### config.mk
export PLATFORM = sky130hd
export DESIGN_NAME = swerve_wheel_kinematics_top
export DESIGN_NICKNAME = d
export VERILOG_FILES = /design/src/hw/rtl/swk_pkg.sv /design/src/hw/rtl/swk_csr.sv /design/src/hw/rtl/swk_mul.sv /design/src/hw/rtl/swk_iter.sv /design/src/hw/rtl/swerve_wheel_kinematics_top.sv
export SDC_FILE = /design/constraint.sdc
export NUM_CORES = 2
export LEC_CHECK = 0
export ABC_AREA = 1
export BUFFER_PORTS_ARGS = -buffer_cell sky130_fd_sc_hd__buf_4
export CAP_MARGIN = 10
export CORE_ASPECT_RATIO = 1.75
export CORE_MARGIN = 2
export CORE_UTILIZATION = 45
export CTS_CLUSTER_SIZE = 30
export DETAILED_ROUTE_END_ITERATION = 10
export PLACE_DENSITY = 0.69
export SYNTH_ARGS = -nofsm -noshare
export SYNTH_HDL_FRONTEND = slang
export SYNTH_SLANG_ARGS = --single-unit
export TNS_END_PERCENT = 20
### constraint.sdc
create_clock -name clock -period 17.8 [get_ports clock]
set_input_delay 1.78 -clock clock [delete_from_list [all_inputs] [get_ports clock]]
set_output_delay 1.78 -clock clock [all_outputs]
set_load 0.01 [all_outputs]
### src/hw/rtl/swk_pkg.sv
// Shared types, constants and tables for the swerve wheel kinematics block.
// No dependencies; imported by every other file of the block but swk_mul.
package swk_pkg;

   localparam int CORDIC_STEPS = 16;
   localparam int DIV_STEPS    = 32;
   localparam int SQRT_STEPS   = 18;

   localparam logic [4:0] DIV_LAST    = 5'(DIV_STEPS - 1);
   localparam logic [4:0] SQRT_LAST   = 5'(SQRT_STEPS - 1);
   localparam logic [4:0] CORDIC_LAST = 5'(CORDIC_STEPS - 1);

   localparam int CSR_AW = 5;

   localparam logic [2:0] REG_DEADZONE   = 3'd0;
   localparam logic [2:0] REG_MAX_PLANAR = 3'd1;
   localparam logic [2:0] REG_HALF_WBASE = 3'd2;
   localparam logic [2:0] REG_HALF_TRACK = 3'd3;
   localparam logic [2:0] REG_MOTOR_FS   = 3'd4;
   localparam logic [2:0] REG_HOLD_THR   = 3'd5;

   localparam logic [14:0] RST_DEADZONE   = 15'd3277;
   localparam logic [14:0] RST_MAX_PLANAR = 15'd16384;
   localparam logic [14:0] RST_HALF_WBASE = 15'd8192;
   localparam logic [14:0] RST_HALF_TRACK = 15'd8192;
   localparam logic [15:0] RST_MOTOR_FS   = 16'd1000;
   localparam logic [14:0] RST_HOLD_THR   = 15'd16;

   // arctan(2^-i) in 32-bit binary angle
   localparam logic [31:0] ATAN_TAB [24] = '{
      32'h20000000, 32'h12E4051D, 32'h09FB385B, 32'h051111D4, 32'h028B0D43,
      32'h0145D7E1, 32'h00A2F61E, 32'h00517C55, 32'h0028BE53, 32'h00145F2E,
      32'h000A2F98, 32'h000517CC, 32'h00028BE6, 32'h000145F3, 32'h0000A2F9,
      32'h0000517C, 32'h000028BE, 32'h0000145F, 32'h00000A2F, 32'h00000517,
      32'h0000028B, 32'h00000145, 32'h000000A2, 32'h00000051
   };

   typedef enum logic [1:0] {
      OP_DIV,
      OP_SQRT,
      OP_CORDIC
   } iter_op_type;

   typedef struct packed {
      logic        start;
      iter_op_type op;
   } iter_cmd_type;

   typedef struct packed {
      logic busy;
      logic done;
   } iter_sts_type;

   typedef struct packed {
      logic [14:0] deadzone;
      logic [14:0] max_planar_speed;
      logic [14:0] wbase_gain;
      logic [14:0] half_track;
      logic [15:0] motor_full_scale;
      logic [14:0] hold_threshold;
   } cfg_type;

   typedef enum logic [4:0] {
      S_IDLE, S_DZ, S_DZ_W, S_MX, S_MY, S_MS, S_MAG_W,
      S_LIM_M, S_LIM_D, S_LIM_W, S_ROT, S_ROT2, S_ROT3, S_WV,
      S_SP_X, S_SP_Y, S_SP_S, S_SP_W, S_SCALE, S_SC_W,
      S_WH, S_WH_S, S_CD_W, S_FLIP, S_MOT, S_OUT
   } seq_state_type;

endpackage

### src/hw/rtl/swk_csr.sv
// APB-style configuration register file for the swerve wheel kinematics block.
// Depends on swk_pkg.
module swk_csr (
   input  logic                        clock,
   input  logic                        reset,
   input  logic                        psel,
   input  logic                        penable,
   input  logic                        pwrite,
   input  logic [swk_pkg::CSR_AW-1:0]  paddr,
   input  logic [31:0]                 pwdata,
   output logic [31:0]                 prdata,
   output logic                        pready,
   output swk_pkg::cfg_type            cfg
);
   import swk_pkg::*;

   cfg_type    cfg_ff, cfg_in;
   logic [2:0] idx;
   logic       wr;

   assign idx    = paddr[4:2];
   assign wr     = psel && penable && pwrite;
   assign pready = 1'b1;
   assign cfg    = cfg_ff;

   always_comb begin
      cfg_in = cfg_ff;
      if (wr) begin
         unique case (idx)
            REG_DEADZONE:   cfg_in.deadzone         = pwdata[14:0];
            REG_MAX_PLANAR: cfg_in.max_planar_speed = pwdata[14:0];
            REG_HALF_WBASE: cfg_in.wbase_gain       = pwdata[14:0];
            REG_HALF_TRACK: cfg_in.half_track       = pwdata[14:0];
            REG_MOTOR_FS:   cfg_in.motor_full_scale = pwdata[15:0];
            REG_HOLD_THR:   cfg_in.hold_threshold   = pwdata[14:0];
            default: ;
         endcase
      end
   end

   always_comb begin
      unique case (idx)
         REG_DEADZONE:   prdata = {17'd0, cfg_ff.deadzone};
         REG_MAX_PLANAR: prdata = {17'd0, cfg_ff.max_planar_speed};
         REG_HALF_WBASE: prdata = {17'd0, cfg_ff.wbase_gain};
         REG_HALF_TRACK: prdata = {17'd0, cfg_ff.half_track};
         REG_MOTOR_FS:   prdata = {16'd0, cfg_ff.motor_full_scale};
         REG_HOLD_THR:   prdata = {17'd0, cfg_ff.hold_threshold};
         default:        prdata = 32'd0;
      endcase
   end

   always_ff @(posedge clock) begin
      if (reset) begin
         cfg_ff.deadzone         <= RST_DEADZONE;
         cfg_ff.max_planar_speed <= RST_MAX_PLANAR;
         cfg_ff.wbase_gain       <= RST_HALF_WBASE;
         cfg_ff.half_track       <= RST_HALF_TRACK;
         cfg_ff.motor_full_scale <= RST_MOTOR_FS;
         cfg_ff.hold_threshold   <= RST_HOLD_THR;
      end else begin
         cfg_ff <= cfg_in;
      end
   end

endmodule

### src/hw/rtl/swk_mul.sv
// Shared 18x18 unsigned multiplier with registered product, loaded on enable.
// Depends on nothing.
module swk_mul (
   input  logic        clock,
   input  logic        en,
   input  logic [17:0] a,
   input  logic [17:0] b,
   output logic [35:0] prod
);

   logic [35:0] prod_ff;

   assign prod = prod_ff;

   always_ff @(posedge clock) begin
      if (en) begin
         prod_ff <= 36'(a) * 36'(b);
      end
   end

endmodule

### src/hw/rtl/swk_iter.sv
// Shared iterative unit: restoring divide, restoring square root and CORDIC
// vectoring, one bit or one rotation per cycle. Depends on swk_pkg.
module swk_iter (
   input  logic                  clock,
   input  logic                  reset,
   input  swk_pkg::iter_cmd_type cmd,
   input  logic [35:0]           num,
   input  logic [17:0]           den,
   input  logic signed [17:0]    cx,
   input  logic signed [17:0]    cy,
   output logic [31:0]           res,
   output swk_pkg::iter_sts_type sts
);
   import swk_pkg::*;

   function automatic logic signed [27:0] trunc_shift(input logic signed [27:0] v,
                                                      input logic [4:0] sh);
      logic signed [27:0] bias;
      bias = v[27] ? ((28'sd1 <<< sh) - 28'sd1) : 28'sd0;
      return (v + bias) >>> sh;
   endfunction

   logic               busy_ff, busy_in, done_ff, done_in;
   iter_op_type        op_ff, op_in;
   logic [4:0]         cnt_ff, cnt_in;
   logic [31:0]        quo_ff, quo_in;
   logic [17:0]        rem_ff, rem_in, dvr_ff, dvr_in;
   logic [35:0]        rad_ff, rad_in;
   logic [19:0]        srem_ff, srem_in;
   logic [17:0]        root_ff, root_in;
   logic signed [27:0] x_ff, x_in, y_ff, y_in;
   logic [31:0]        z_ff, z_in;

   logic [18:0]        dsh;
   logic [21:0]        ssh, trial;
   logic signed [27:0] x0, y0, xs, ys;
   logic [4:0]         last;
   logic [31:0]        zr;

   assign sts.busy = busy_ff;
   assign sts.done = done_ff;
   assign zr       = z_ff + 32'h0000_8000;

   always_comb begin
      unique case (op_ff)
         OP_DIV:    res = quo_ff;
         OP_SQRT:   res = {14'd0, root_ff};
         OP_CORDIC: res = {16'd0, zr[31:16]};
         default:   res = 32'd0;
      endcase
   end

   always_comb begin
      busy_in = busy_ff;
      done_in = 1'b0;
      op_in   = op_ff;
      cnt_in  = cnt_ff;
      quo_in  = quo_ff;
      rem_in  = rem_ff;
      dvr_in  = dvr_ff;
      rad_in  = rad_ff;
      srem_in = srem_ff;
      root_in = root_ff;
      x_in    = x_ff;
      y_in    = y_ff;
      z_in    = z_ff;
      x0      = {{2{cx[17]}}, cx, 8'd0};
      y0      = {{2{cy[17]}}, cy, 8'd0};
      dsh     = {rem_ff, quo_ff[31]};
      ssh     = {srem_ff, rad_ff[35:34]};
      trial   = {2'b00, root_ff, 2'b01};
      xs      = trunc_shift(x_ff, cnt_ff);
      ys      = trunc_shift(y_ff, cnt_ff);
      unique case (op_ff)
         OP_DIV:    last = DIV_LAST;
         OP_SQRT:   last = SQRT_LAST;
         OP_CORDIC: last = CORDIC_LAST;
         default:   last = 5'd0;
      endcase

      if (cmd.start) begin
         op_in   = cmd.op;
         busy_in = 1'b1;
         cnt_in  = 5'd0;
         unique case (cmd.op)
            OP_DIV: begin
               quo_in = num[31:0];
               rem_in = 18'd0;
               dvr_in = den;
            end
            OP_SQRT: begin
               rad_in  = num;
               srem_in = 20'd0;
               root_in = 18'd0;
            end
            OP_CORDIC: begin
               if (x0 < 0) begin
                  if (y0 >= 0) begin
                     x_in = y0;
                     y_in = -x0;
                     z_in = 32'h4000_0000;
                  end else begin
                     x_in = -y0;
                     y_in = x0;
                     z_in = 32'hC000_0000;
                  end
               end else begin
                  x_in = x0;
                  y_in = y0;
                  z_in = 32'd0;
               end
            end
            default: busy_in = 1'b0;
         endcase
      end else if (busy_ff) begin
         cnt_in = cnt_ff + 5'd1;
         if (cnt_ff == last) begin
            busy_in = 1'b0;
            done_in = 1'b1;
         end
         unique case (op_ff)
            OP_DIV: begin
               if (dsh >= {1'b0, dvr_ff}) begin
                  rem_in = 18'(dsh - {1'b0, dvr_ff});
                  quo_in = {quo_ff[30:0], 1'b1};
               end else begin
                  rem_in = dsh[17:0];
                  quo_in = {quo_ff[30:0], 1'b0};
               end
            end
            OP_SQRT: begin
               rad_in = {rad_ff[33:0], 2'b00};
               if (ssh >= trial) begin
                  srem_in = 20'(ssh - trial);
                  root_in = {root_ff[16:0], 1'b1};
               end else begin
                  srem_in = ssh[19:0];
                  root_in = {root_ff[16:0], 1'b0};
               end
            end
            OP_CORDIC: begin
               if (y_ff > 0) begin
                  x_in = x_ff + ys;
                  y_in = y_ff - xs;
                  z_in = z_ff + ATAN_TAB[cnt_ff];
               end else begin
                  x_in = x_ff - ys;
                  y_in = y_ff + xs;
                  z_in = z_ff - ATAN_TAB[cnt_ff];
               end
            end
            default: busy_in = 1'b0;
         endcase
      end
   end

   always_ff @(posedge clock) begin
      if (reset) begin
         busy_ff <= 1'b0;
         done_ff <= 1'b0;
         op_ff   <= OP_DIV;
         cnt_ff  <= 5'd0;
      end else begin
         busy_ff <= busy_in;
         done_ff <= done_in;
         op_ff   <= op_in;
         cnt_ff  <= cnt_in;
      end
   end

   always_ff @(posedge clock) begin
      quo_ff  <= quo_in;
      rem_ff  <= rem_in;
      dvr_ff  <= dvr_in;
      rad_ff  <= rad_in;
      srem_ff <= srem_in;
      root_ff <= root_in;
      x_ff    <= x_in;
      y_ff    <= y_in;
      z_ff    <= z_in;
   end

endmodule

### src/hw/rtl/swerve_wheel_kinematics_top.sv
// Swerve wheel kinematics: one joystick command in, four wheel results out, one
// command at a time. A command is taken only while the block is idle and is
// worked through on the shared iterative unit (divides, square roots and
// arctangents) and the shared multiplier; a deadzone divide is skipped for
// an axis inside the deadzone, the planar limit and normalisation divides
// only run when they apply, and the arctangent is skipped for a held or
// zero-length wheel. The last wheel result may wait in the output register
// while the next command is taken. Depends on swk_pkg, swk_csr, swk_mul and
// swk_iter.
module swerve_wheel_kinematics_top (
   input  logic                       clock,
   input  logic                       reset,
   input  logic                       req_valid,
   output logic                       req_stall,
   input  logic signed [15:0]         req_move_x,
   input  logic signed [15:0]         req_move_y,
   input  logic signed [15:0]         req_rotate_z,
   output logic                       rsp_valid,
   input  logic                       rsp_stall,
   output logic [1:0]                 rsp_wheel_index,
   output logic signed [15:0]         rsp_steer_angle,
   output logic signed [15:0]         rsp_signed_speed,
   output logic                       rsp_reverse,
   output logic [15:0]                rsp_motor_speed,
   output logic [15:0]                rsp_peak_speed,
   output logic [14:0]                rsp_scale_factor,
   output logic                       rsp_last_wheel,
   input  logic                       csr_psel,
   input  logic                       csr_penable,
   input  logic                       csr_pwrite,
   input  logic [swk_pkg::CSR_AW-1:0] csr_paddr,
   input  logic [31:0]                csr_pwdata,
   output logic [31:0]                csr_prdata,
   output logic                       csr_pready
);
   import swk_pkg::*;

   function automatic logic [17:0] mag18(input logic signed [17:0] v);
      return v[17] ? 18'(-v) : 18'(v);
   endfunction

   cfg_type            cfg;
   iter_cmd_type       cmd;
   iter_sts_type       sts;
   logic [35:0]        num;
   logic [17:0]        den;
   logic signed [17:0] cx, cy;
   logic [31:0]        res;
   logic               mul_en;
   logic [17:0]        mul_a, mul_b;
   logic [35:0]        prod;

   seq_state_type      state_ff, state_in;
   logic [1:0]         idx_ff, idx_in;
   logic signed [17:0] v_ff [3];
   logic signed [17:0] v_in [3];
   logic [17:0]        mag_ff, mag_in;
   logic [35:0]        acc_ff, acc_in;
   logic signed [17:0] tw_ff, tw_in, tl_ff, tl_in;
   logic signed [17:0] wx_ff [4];
   logic signed [17:0] wx_in [4];
   logic signed [17:0] wy_ff [4];
   logic signed [17:0] wy_in [4];
   logic [17:0]        spd_ff [4];
   logic [17:0]        spd_in [4];
   logic [17:0]        peak_ff, peak_in;
   logic [14:0]        scale_ff, scale_in;
   logic signed [15:0] s14_ff, s14_in;
   logic [15:0]        ang_ff, ang_in;
   logic [15:0]        prev_ff [4];
   logic [15:0]        prev_in [4];

   logic               rsp_valid_ff, rsp_valid_in;
   logic [1:0]         rsp_idx_ff, rsp_idx_in;
   logic [15:0]        rsp_ang_ff, rsp_ang_in;
   logic signed [15:0] rsp_spd_ff, rsp_spd_in;
   logic               rsp_rev_ff, rsp_rev_in;
   logic [15:0]        rsp_mot_ff, rsp_mot_in;
   logic [15:0]        rsp_pk_ff, rsp_pk_in;
   logic [14:0]        rsp_sc_ff, rsp_sc_in;
   logic               rsp_last_ff, rsp_last_in;

   logic signed [17:0] v_cur;
   logic [17:0]        a_cur, d18, dz_diff, rq;
   logic [15:0]        lim;
   logic [17:0]        tq;
   logic [14:0]        s15;
   logic signed [15:0] diff;
   logic [16:0]        pk17;
   logic               out_load;

   swk_csr u_csr (
      .clock   (clock),
      .reset   (reset),
      .psel    (csr_psel),
      .penable (csr_penable),
      .pwrite  (csr_pwrite),
      .paddr   (csr_paddr),
      .pwdata  (csr_pwdata),
      .prdata  (csr_prdata),
      .pready  (csr_pready),
      .cfg     (cfg)
   );

   swk_mul u_mul (
      .clock (clock),
      .en    (mul_en),
      .a     (mul_a),
      .b     (mul_b),
      .prod  (prod)
   );

   swk_iter u_iter (
      .clock (clock),
      .reset (reset),
      .cmd   (cmd),
      .num   (num),
      .den   (den),
      .cx    (cx),
      .cy    (cy),
      .res   (res),
      .sts   (sts)
   );

   assign req_stall        = (state_ff != S_IDLE);
   assign rsp_valid        = rsp_valid_ff;
   assign rsp_wheel_index  = rsp_idx_ff;
   assign rsp_steer_angle  = rsp_ang_ff;
   assign rsp_signed_speed = rsp_spd_ff;
   assign rsp_reverse      = rsp_rev_ff;
   assign rsp_motor_speed  = rsp_mot_ff;
   assign rsp_peak_speed   = rsp_pk_ff;
   assign rsp_scale_factor = rsp_sc_ff;
   assign rsp_last_wheel   = rsp_last_ff;

   assign v_cur   = v_ff[idx_ff];
   assign a_cur   = mag18(v_cur);
   assign d18     = {3'd0, cfg.deadzone};
   assign dz_diff = a_cur - d18;
   assign rq      = (res > 32'd32768) ? 18'd32768 : res[17:0];
   assign lim     = {cfg.max_planar_speed, 1'b0};
   assign tq      = prod[31:14];
   assign s15     = prod[29:15];
   assign diff    = signed'(ang_ff - prev_ff[idx_ff]);
   assign pk17    = peak_ff[17:1];
   assign out_load = !rsp_valid_ff || !rsp_stall;

   always_comb begin
      state_in = state_ff;
      idx_in   = idx_ff;
      v_in     = v_ff;
      mag_in   = mag_ff;
      acc_in   = acc_ff;
      tw_in    = tw_ff;
      tl_in    = tl_ff;
      wx_in    = wx_ff;
      wy_in    = wy_ff;
      spd_in   = spd_ff;
      peak_in  = peak_ff;
      scale_in = scale_ff;
      s14_in   = s14_ff;
      ang_in   = ang_ff;
      prev_in  = prev_ff;
      mul_en   = 1'b0;
      mul_a    = 18'd0;
      mul_b    = 18'd0;
      cmd.start = 1'b0;
      cmd.op   = OP_DIV;
      num      = 36'd0;
      den      = 18'd0;
      cx       = wx_ff[idx_ff];
      cy       = wy_ff[idx_ff];

      rsp_valid_in = rsp_valid_ff && rsp_stall;
      rsp_idx_in   = rsp_idx_ff;
      rsp_ang_in   = rsp_ang_ff;
      rsp_spd_in   = rsp_spd_ff;
      rsp_rev_in   = rsp_rev_ff;
      rsp_mot_in   = rsp_mot_ff;
      rsp_pk_in    = rsp_pk_ff;
      rsp_sc_in    = rsp_sc_ff;
      rsp_last_in  = rsp_last_ff;

      unique case (state_ff)
         S_IDLE: begin
            if (req_valid) begin
               v_in[0]  = 18'(req_move_x);
               v_in[1]  = 18'(req_move_y);
               v_in[2]  = 18'(req_rotate_z);
               idx_in   = 2'd0;
               state_in = S_DZ;
            end
         end
         S_DZ: begin
            if (a_cur < d18) begin
               v_in[idx_ff] = 18'sd0;
               idx_in       = (idx_ff == 2'd2) ? 2'd0 : idx_ff + 2'd1;
               state_in     = (idx_ff == 2'd2) ? S_MX : S_DZ;
            end else begin
               cmd.start = 1'b1;
               cmd.op    = OP_DIV;
               num       = {4'd0, dz_diff[16:0], 15'd0};
               den       = 18'd32768 - d18;
               state_in  = S_DZ_W;
            end
         end
         S_DZ_W: begin
            if (sts.done) begin
               v_in[idx_ff] = v_cur[17] ? -signed'(rq) : signed'(rq);
               idx_in       = (idx_ff == 2'd2) ? 2'd0 : idx_ff + 2'd1;
               state_in     = (idx_ff == 2'd2) ? S_MX : S_DZ;
            end
         end
         S_MX: begin
            mul_en   = 1'b1;
            mul_a    = mag18(v_ff[0]);
            mul_b    = mag18(v_ff[0]);
            state_in = S_MY;
         end
         S_MY: begin
            acc_in   = prod;
            mul_en   = 1'b1;
            mul_a    = mag18(v_ff[1]);
            mul_b    = mag18(v_ff[1]);
            state_in = S_MS;
         end
         S_MS: begin
            cmd.start = 1'b1;
            cmd.op    = OP_SQRT;
            num       = acc_ff + prod;
            state_in  = S_MAG_W;
         end
         S_MAG_W: begin
            if (sts.done) begin
               mag_in = res[17:0];
               idx_in = 2'd0;
               state_in = (res[17:0] > {2'd0, lim}) ? S_LIM_M : S_ROT;
            end
         end
         S_LIM_M: begin
            mul_en   = 1'b1;
            mul_a    = a_cur;
            mul_b    = {2'd0, lim};
            state_in = S_LIM_D;
         end
         S_LIM_D: begin
            cmd.start = 1'b1;
            cmd.op    = OP_DIV;
            num       = prod;
            den       = mag_ff;
            state_in  = S_LIM_W;
         end
         S_LIM_W: begin
            if (sts.done) begin
               v_in[idx_ff] = v_cur[17] ? -signed'(res[17:0]) : signed'(res[17:0]);
               idx_in       = 2'd1;
               state_in     = (idx_ff == 2'd1) ? S_ROT : S_LIM_M;
            end
         end
         S_ROT: begin
            mul_en   = 1'b1;
            mul_a    = mag18(v_ff[2]);
            mul_b    = {3'd0, cfg.half_track};
            state_in = S_ROT2;
         end
         S_ROT2: begin
            tw_in    = v_ff[2][17] ? -signed'(tq) : signed'(tq);
            mul_en   = 1'b1;
            mul_a    = mag18(v_ff[2]);
            mul_b    = {3'd0, cfg.wbase_gain};
            state_in = S_ROT3;
         end
         S_ROT3: begin
            tl_in    = v_ff[2][17] ? -signed'(tq) : signed'(tq);
            state_in = S_WV;
         end
         S_WV: begin
            wx_in[0] = v_ff[0] - tw_ff;
            wx_in[1] = v_ff[0] + tw_ff;
            wx_in[2] = v_ff[0] - tw_ff;
            wx_in[3] = v_ff[0] + tw_ff;
            wy_in[0] = v_ff[1] + tl_ff;
            wy_in[1] = v_ff[1] + tl_ff;
            wy_in[2] = v_ff[1] - tl_ff;
            wy_in[3] = v_ff[1] - tl_ff;
            idx_in   = 2'd0;
            peak_in  = 18'd0;
            state_in = S_SP_X;
         end
         S_SP_X: begin
            mul_en   = 1'b1;
            mul_a    = mag18(wx_ff[idx_ff]);
            mul_b    = mag18(wx_ff[idx_ff]);
            state_in = S_SP_Y;
         end
         S_SP_Y: begin
            acc_in   = prod;
            mul_en   = 1'b1;
            mul_a    = mag18(wy_ff[idx_ff]);
            mul_b    = mag18(wy_ff[idx_ff]);
            state_in = S_SP_S;
         end
         S_SP_S: begin
            cmd.start = 1'b1;
            cmd.op    = OP_SQRT;
            num       = acc_ff + prod;
            state_in  = S_SP_W;
         end
         S_SP_W: begin
            if (sts.done) begin
               spd_in[idx_ff] = res[17:0];
               if (res[17:0] > peak_ff) begin
                  peak_in = res[17:0];
               end
               idx_in   = idx_ff + 2'd1;
               state_in = (idx_ff == 2'd3) ? S_SCALE : S_SP_X;
            end
         end
         S_SCALE: begin
            idx_in = 2'd0;
            if (peak_ff > 18'd32768) begin
               cmd.start = 1'b1;
               cmd.op    = OP_DIV;
               num       = 36'd1 << 29;
               den       = peak_ff;
               state_in  = S_SC_W;
            end else begin
               scale_in = 15'd16384;
               state_in = S_WH;
            end
         end
         S_SC_W: begin
            if (sts.done) begin
               scale_in = res[14:0];
               state_in = S_WH;
            end
         end
         S_WH: begin
            mul_en   = 1'b1;
            mul_a    = spd_ff[idx_ff];
            mul_b    = {3'd0, scale_ff};
            state_in = S_WH_S;
         end
         S_WH_S: begin
            s14_in = {1'b0, s15};
            if (s15 < cfg.hold_threshold) begin
               ang_in   = prev_ff[idx_ff];
               state_in = S_FLIP;
            end else if (wx_ff[idx_ff] == 18'sd0 && wy_ff[idx_ff] == 18'sd0) begin
               ang_in   = 16'd0;
               state_in = S_FLIP;
            end else begin
               cmd.start = 1'b1;
               cmd.op    = OP_CORDIC;
               state_in  = S_CD_W;
            end
         end
         S_CD_W: begin
            if (sts.done) begin
               ang_in   = res[15:0];
               state_in = S_FLIP;
            end
         end
         S_FLIP: begin
            if (diff > 16'sd16384 || diff < -16'sd16384) begin
               ang_in = ang_ff + 16'h8000;
               s14_in = -s14_ff;
            end
            state_in = S_MOT;
         end
         S_MOT: begin
            mul_en   = 1'b1;
            mul_a    = s14_ff[15] ? 18'(-s14_ff) : 18'(s14_ff);
            mul_b    = {2'd0, cfg.motor_full_scale};
            state_in = S_OUT;
         end
         S_OUT: begin
            if (out_load) begin
               rsp_valid_in    = 1'b1;
               rsp_idx_in      = idx_ff;
               rsp_ang_in      = ang_ff;
               rsp_spd_in      = s14_ff;
               rsp_rev_in      = s14_ff[15];
               rsp_mot_in      = (|prod[35:30]) ? 16'hFFFF : prod[29:14];
               rsp_pk_in       = pk17[16] ? 16'hFFFF : pk17[15:0];
               rsp_sc_in       = scale_ff;
               rsp_last_in     = (idx_ff == 2'd3);
               prev_in[idx_ff] = ang_ff;
               idx_in          = idx_ff + 2'd1;
               state_in        = (idx_ff == 2'd3) ? S_IDLE : S_WH;
            end
         end
         default: state_in = S_IDLE;
      endcase
   end

   always_ff @(posedge clock) begin
      if (reset) begin
         state_ff     <= S_IDLE;
         idx_ff       <= 2'd0;
         rsp_valid_ff <= 1'b0;
         for (int k = 0; k < 4; k++) begin
            prev_ff[k] <= 16'd0;
         end
      end else begin
         state_ff     <= state_in;
         idx_ff       <= idx_in;
         rsp_valid_ff <= rsp_valid_in;
         prev_ff      <= prev_in;
      end
   end

   always_ff @(posedge clock) begin
      v_ff        <= v_in;
      mag_ff      <= mag_in;
      acc_ff      <= acc_in;
      tw_ff       <= tw_in;
      tl_ff       <= tl_in;
      wx_ff       <= wx_in;
      wy_ff       <= wy_in;
      spd_ff      <= spd_in;
      peak_ff     <= peak_in;
      scale_ff    <= scale_in;
      s14_ff      <= s14_in;
      ang_ff      <= ang_in;
      rsp_idx_ff  <= rsp_idx_in;
      rsp_ang_ff  <= rsp_ang_in;
      rsp_spd_ff  <= rsp_spd_in;
      rsp_rev_ff  <= rsp_rev_in;
      rsp_mot_ff  <= rsp_mot_in;
      rsp_pk_ff   <= rsp_pk_in;
      rsp_sc_ff   <= rsp_sc_in;
      rsp_last_ff <= rsp_last_in;
   end

`ifndef SYNTH
   a_done_in_wait: assert property (@(posedge clock) disable iff (reset)
      sts.done |-> (state_ff == S_DZ_W || state_ff == S_MAG_W || state_ff == S_LIM_W ||
                    state_ff == S_SP_W || state_ff == S_SC_W || state_ff == S_CD_W))
      else $error("iterative unit finished outside a wait state");

   a_idle_unit_free: assert property (@(posedge clock) disable iff (reset)
      (state_ff == S_IDLE) |-> !sts.busy)
      else $error("iterative unit busy while idle");

   a_scale_range: assert property (@(posedge clock) disable iff (reset)
      (state_ff == S_WH) |-> (scale_ff <= 15'd16384))
      else $error("normalisation factor above one");

   a_last_wheel: assert property (@(posedge clock) disable iff (reset)
      (state_ff == S_OUT && out_load && idx_ff == 2'd3) |=>
         (rsp_valid && rsp_last_wheel && rsp_wheel_index == 2'd3 && state_ff == S_IDLE))
      else $error("last wheel transaction not flagged");
`endif

endmodule

-- After elaboration in Yosys (flattened, before gate mapping)
Memory sizes are Yosys's and may differ from the RTL's.
Index checks and enable logic that the tools add are counted.
- register bits: 874
- latch bits: 0
- memory bits (writable): 0
- ROM bits: 1024
- word-level logic and storage cells: 379
- memories kept: 1
- $add $sub $neg: 36
- $mul: 1
- divide/modulo/power cells: 0
- magnitude comparators: 16
- equal/unequal tests: 54
- shift-type cells: 3
- muxes and demuxes: 153
- bitwise logic cells: 5
- reductions and logical operators: 56
- memories (memory ; depth ; bits a word ; rd ports ; clocked after memory_dff ; wr ports ; line ; RTL):
    (no name shown) ; 32 ; 32 ; 1 ; 0 ; 0 ; swk_iter.sv:149 ; z_in = z_ff - ATAN_TAB[cnt_ff];
- operators with widths (cell ; number):
    2-to-1 mux 18 bit ; 33
    2-to-1 mux 28 bit ; 16
    2-to-1 mux 32 bit ; 14
    2-to-1 mux 54 bit ; 4
    one-hot mux 54 bit (4 select lines) ; 1
    negation 18 bit ; 9
    one-hot mux 18 bit (9 select lines) ; 1
    binary-select mux 18 bit (select 2 bit) ; 4
    2-to-1 mux 36 bit ; 4
    one-hot mux 18 bit (8 select lines) ; 1
    one-hot mux 36 bit (4 select lines) ; 1
    one-hot mux 5 bit (26 select lines) ; 1
    2-to-1 mux 16 bit ; 8
    adder 28 bit ; 4
    bitwise mux 54 bit ; 2
    2-to-1 mux 20 bit ; 5
    one-hot mux 16 bit (6 select lines) ; 1
    one-hot mux 32 bit (3 select lines) ; 1
    bitwise mux 72 bit ; 1
    bitwise mux 64 bit ; 1
    negation 26 -> 28 bit ; 2
    >>> shifter 28 x 5 -> 28 bit ; 2
    subtractor 28 bit ; 2
    bitwise AND 54 bit ; 1
    91 further kinds ; 205

-- Logic depth before layout (Yosys ltp)
- depth after elaboration: 13
- gate-level depth with buffers: 61
- depth with buffers taken out: 59

-- Modules after synthesis
From an unflattened synthesis, not the netlist that was laid out.
- cells, all modules: 10875
- area, all modules: 78858.1 µm²
- modules (own cells, without submodules) (module ; times used ; cells an instance ; area each (µm²) ; sequential area each (µm²)):
    swerve_wheel_kinematics_top ; 1 ; 4431 ; 34799.6 ; 14443.9
    swk_iter ; 1 ; 4046 ; 26754.4 ; 7086.8
    swk_mul ; 1 ; 1676 ; 12625.9 ; 1081.0
    swk_csr ; 1 ; 722 ; 4678.2 ; 1821.7

-- Least setup slack after synthesis
Ideal clock, no wire load.
- path kind: flip-flop to flip-flop
- from: reg idx_ff[0]
- to: reg u_iter.x_ff[0], enable pin
- library setup time: 0.774 ns
- data arrival time: 12.312 ns
- slack: 4.715 ns
- cell stages (with the launch flop): 24
- period minus slack after synthesis: 13.085 ns
- path through: dfxtp_1 > buf_4 > buf_4 > buf_4 > nand2_1 > o211ai_1 > nand2_1 > inv_1 > clkbuf_1 > buf_2 > nand2_1 > xor2_1 > ha_1 > a21oi_1 > o21ai_0 > a21oi_1 > o21bai_1 > nand3_1 > o2111ai_1 > nand2_1 > nand3_1 > nand2_1 > inv_1 > o41ai_1
- longest elaborated chain between the ends: 12
- elaborated cells between the ends (all ways): 25
- classes of those cells: add/sub: 1; order compare: 1; eq/ne: 2; mux: 14; bitwise: 1; reduce/logical: 6
- ends and longest elaborated chain (element ; line ; RTL):
    start: declaration ; swerve_wheel_kinematics_top.sv:54 ; logic [1:0] idx_ff, idx_in;
    start signal: assignment ; swerve_wheel_kinematics_top.sv:407 ; idx_ff <= idx_in;
    inverter 2 -> 3 bit (implied by the code) (*) ; swerve_wheel_kinematics_top.sv:136, swerve_wheel_kinematics_top.sv:349 ;
    parallel branches: the longest is 7 deep, another holds negation 18 bit ; -- ;
    one-hot mux 3 bit (5 select lines) (*) ; swerve_wheel_kinematics_top.sv:184 ; unique case (state_ff)
    == test 2 bit ; swk_iter.sv:85 ; unique case (cmd.op)
    inequality test 2 x 1 -> 1 bit (no source line) ; -- ;
    AND reduction 3 bit (no source line) (*) ; -- ;
    end signal: assignment ; swk_iter.sv:178 ; x_ff <= x_in;
    end: declaration ; swk_iter.sv:31 ; logic signed [27:0] x_ff, x_in, y_ff, y_in;
Every way passes the cells marked *. The select of a mux whose other input is x is not followed.
A chain may end at the register's enable or synchronous reset.

-- Worst setup path after layout
- from: reg idx_ff[0]
- to: reg u_mul.prod_ff[35] (netlist: u_mul.prod[35]) (data pin)
- longest elaborated chain between the ends: 8
- elaborated cells between the ends (all ways): 22
- classes of those cells: add/sub: 3; mul: 1; mux: 17; bitwise: 1
- ends and longest elaborated chain (element ; line ; RTL):
    inverter 2 -> 3 bit (implied by the code) (*) ; -- ;
    binary-select mux 18 bit (select 2 bit), on equally long branches ; -- ;
    2-to-1 mux 18 bit, on equally long branches (2 in a row) ; -- ;
    negation 18 bit ; swerve_wheel_kinematics_top.sv:39 ; return v[17] ? 18'(-v) : 18'(v);
    2-to-1 mux 18 bit ; swerve_wheel_kinematics_top.sv:39 ;
    one-hot mux 18 bit (9 select lines) / one-hot mux 18 bit (8 select lines) (equally long branches) ; swerve_wheel_kinematics_top.sv:184 ;
    multiplier 18 x 18 -> 36 bit (*) ; swk_mul.sv:17 ; prod_ff <= 36'(a) * 36'(b);
    end signal: assignment ; swk_mul.sv:17 ;
    end: declaration ; swk_mul.sv:11 ; logic [35:0] prod_ff;
Mark *: on every way between the ends. The rest lies on a longest branch, timed or not. The select of a mux whose other input is x is not followed.

==> metrics.md <==
| Metric | Value |
|---|---|
| Root Buffer | `clkbuf_16` |
| CTS Buffer Depth | `3` |
| CTS sink cnt | `between 800 and 900` |
| Pin count of the biggest net entering global routing | `89` |
| Row count | `roughly 200` |
| Critical Path Start Type | `register` |
| Initial antenna violation count | `22` |
| Sequential element share of the synthesized area | `33.0%` |
| Crit path capture type | `register` |
| Synth-to-Final Area Change | `9.02%` |
| Peak VDD IR | `~0.11 mV` |
| CTS resizes | `0` |
| Reg power frac | `between 20% and 30%` |
| Nets | `~10000` |
| Ys flop type | `edfxtp_1` |
| Final setup fails | `0` |
| RSZ-0062 raised after global routing | `no` |
| Clock Skews | `roughly 63 ps` |
| Post-CTS Setup Inserts | `0` |
| Most common cell after layout, fill and taps aside | `nand2_1` |
| Final WS setup | `5830 ps` |
| Residual DRC | `0` |
| Die Y | `about 540 µm` |
| Clk pin slew, worst setup/hold paths | `~70 ps` |
| Required time of the critical path | `18240 ps` |
| Gr ovfl total | `0` |
| # IOs | `210` |
| Max FO, Critical Path | `around 70` |
| Setup TNS | `0 ps` |
| Leakage | `between 0.03 and 0.04 µW` |
| Status | `complete, no violations` |
| Path type of the worst min-delay path | `register to register` |
| Pint | `approximately 7000 µW` |
| Post-route ant nets | `0` |
| Syn_area_per_cell | `about 7.8 µm²` |
| PwrDens | `184 mW/mm²` |
| Synth Cell Area | `about 0.074 mm²` |
| Vias in the first global route | `a little under 70000` |
| Sw frac | `54.2%` |
| Most frequent cells in the layout | `1933 x nand2_1, 1311 x inv_1, 824 x nor2_1` |
| Drt pass-1 iters | `8` |
| Yosys warns | `0` |
| Place WS | `roughly 6000 ps` |
| Synthesized instance count | `roughly 9600` |
| Crit Path Class | `register to register` |
| CTS tree | `done` |
| Max-Slew Margin vs Limit | `less than 1%` |
| Layout cells sized above 1 | `between 6 and 7%` |
| Initial DRC count | `7001` |
| Post-synth EDFFs | `699` |
| Max Cap Viol | `0` |
| Vias | `around 70000` |
| PortBufs | `between 150 and 200` |
| Initial core utilization | `45.2%` |
| Detailed-route wire length | `around 300000 µm` |
| Switching power total | `8030 µW` |
| Fmax | `83.5 MHz` |
| Post-DP HPWL | `235000 µm` |
| CTS Hold Bufs | `0` |
| Netlist cell types | `81` |
| Fill cell count | `roughly 16000` |
| Share of total power in the clock network | `roughly an eighth` |
| CP peak stage delay | `slightly below 900 ps` |
| Tcrit/Tclk final | `about two thirds` |
| Register bit total from synthesis | `871` |
| First-pass GRT wire length | `444000 µm` |
| Logic pwr share | `~66%` |
| DIE WIDTH | `between 300 and 400 µm` |
| Worst path slowest cell | `o21ai_0` |
| Placed Cells | `11700` |
| Core Region | `about 0.16 mm²` |
| Non-Filler Instances | `approximately 12000` |
| Total GRT Usage | `between 30% and 40%` |
| CTS H-Tree Depth | `3` |
| Final hold vios | `0` |
| Vias/cell | `5.97` |
| Final min period | `11970 ps` |
| CTS buffer count | `83` |
| Worst-margin pin slew | `between 1000 and 1500 ps` |
| Ys async rst share | `0%` |
| Worst skew pair latency | `between 700 and 800 ps` |
| Die area | `about 0.17 mm²` |
| Worst EP arrival | `12410 ps` |
| GP Congestion | `1.10` |
| Fin. max-slew vios | `0` |
| WL/cell | `about 26 µm` |
[critical path, delay by kind of cell (launching register included)]
kind	cells	cell delay, ps
xor gates and xnor gates	1	60
DFF	1	530
adders and majority gates	8	3360
buffers and inverters	7	1850
AOI/OAI and AO/OA	10	4010
and+or+nand+nor	8	1720
[sequential cells by signal, summed over array words and instances, names as in the netlist, 18 cells and up]
signal          flops
v_ff               54
u_iter.z_ff        32
wy_ff              35
mag_ff             18
spd_ff             72
tl_ff              18
tw_ff              18
u_mul.prod         36
prev_ff            64
u_iter.rem_ff      18
u_iter.root_ff     18
wx_ff              35
u_iter.x_ff        28
acc_ff             36
peak_ff            18
u_iter.srem_ff     20
u_iter.dvr_ff      18
u_iter.quo_ff      32
u_iter.rad_ff      36
u_iter.y_ff        28
u_csr.cfg          91
[cell type report]
| type | instances | area, µm² | area share, % |
|---|---|---|---|
| timing repair buffer | 316 | 2400 | 2.97 |
| clock buffer | 104 | 2240 | 2.77 |
| inverter | 1362 | 5110 | 6.33 |
| antenna | 16 | 40.0 | 0.0495 |
| clock inverter | 49 | 592 | 0.732 |
| multi-input combinational | 6993 | 43300 | 53.5 |
| tap | 2189 | 2740 | 3.39 |
| sequential | 871 | 24400 | 30.2 |
[path summary, 6_finish.rpt]
kind,end,slack [ps],cells past startpoint,startpoint
min reg2reg,prev_ff[55],450,2,prev_ff[55]
min,prev_ff[55],450,2,prev_ff[55]
max,u_mul.prod[35],5830,34,idx_ff[0]
max reg2reg,u_mul.prod[35],5830,34,idx_ff[0]
[logic make-up (layout without fill, tap and decap cells)]
group,Yosys count,after routing,share of synthesized area (%)
multiplexers,8,8,0.108
adder cells (fa/ha/maj),771,771,15.7
XOR/XNOR,440,440,5.20
buffers and inverters,1709,1831,8.98
AO/OA/AOI/OAI,1955,1955,15.2
AND/OR/NAND/NOR,3802,3802,21.9
flip-flops,871,871,33.0
other,2,33,0.0101
[cell usage after synthesis, types with 9 or more instances]
cell type  number  share of area [%]
a2111oi_0       9               0.11
a211oi_1       29               0.29
a211oi_2       12               0.20
a21boi_0       17               0.17
a21o_1         14               0.14
a21oi_1       761                5.1
a221oi_1       30               0.35
a22oi_1        19               0.19
a31oi_1        40               0.34
buf_1          48               0.24
buf_2          56               0.38
buf_4          27               0.27
buf_6           9               0.14
clkbuf_1      207                1.0
clkinv_1       19              0.096
dfxtp_1       172                4.6
edfxtp_1      699                 28
fa_1          269                7.3
ha_1          502                8.5
inv_1        1314                6.7
inv_2          28               0.14
nand2_1      1933                9.8
nand2_2        19               0.16
nand3_1       632                4.3
nand3_2        10               0.13
nand3b_1       19               0.19
nand4_1        80               0.67
nor2_1        830                4.2
nor2_2         20               0.17
nor3_1        115               0.78
nor4_1         36               0.30
o2111ai_1      13               0.15
o211ai_1       53               0.54
o21a_1         15               0.15
o21ai_0       656                4.4
o21ai_1        24               0.16
o21bai_1       44               0.45
o221ai_1       61               0.72
o22ai_1        82               0.69
o31ai_1        19               0.19
or2_2          52               0.44
xnor2_1       111                1.3
xor2_1        329                3.9
[stage by stage]
| step | power (µW) | hold WS, ps | cell area, µm² | utilization, % |
|---|---|---|---|---|
| global route | 15700 | 475 | 80800 | 49.2 |
| floorplan | 9420 | 422 | 74200 | - |
| CTS | 14400 | 452 | 80700 | 49.2 |
| finish | 14800 | 451 | 80800 | 49.2 |
| detailed placement | 12500 | 442 | 77900 | 47.5 |
| global placement | 12300 | 434 | 77900 | 47.5 |
[routing by layer]
layer | global-route usage (%) | wire, µm
met5 | 0.489 | 195
met4 | 38.3 | 39900
met3 | 7.89 | 26200
met2 | 60.5 | 146000
met1 | 34.6 | 95800
[power by group through the flow]
stage                     registers [µW]  logic (µW)  clock network [µW]
after global placement              3150        9160                   0
after floorplan                     3030        6400                   0
final                               3150        9760                1930
after CTS                           3120        9390                1930
after detailed placement            3160        9340                   0
after global routing                3150       10500                2000
(Power assumes the default switching activity.)
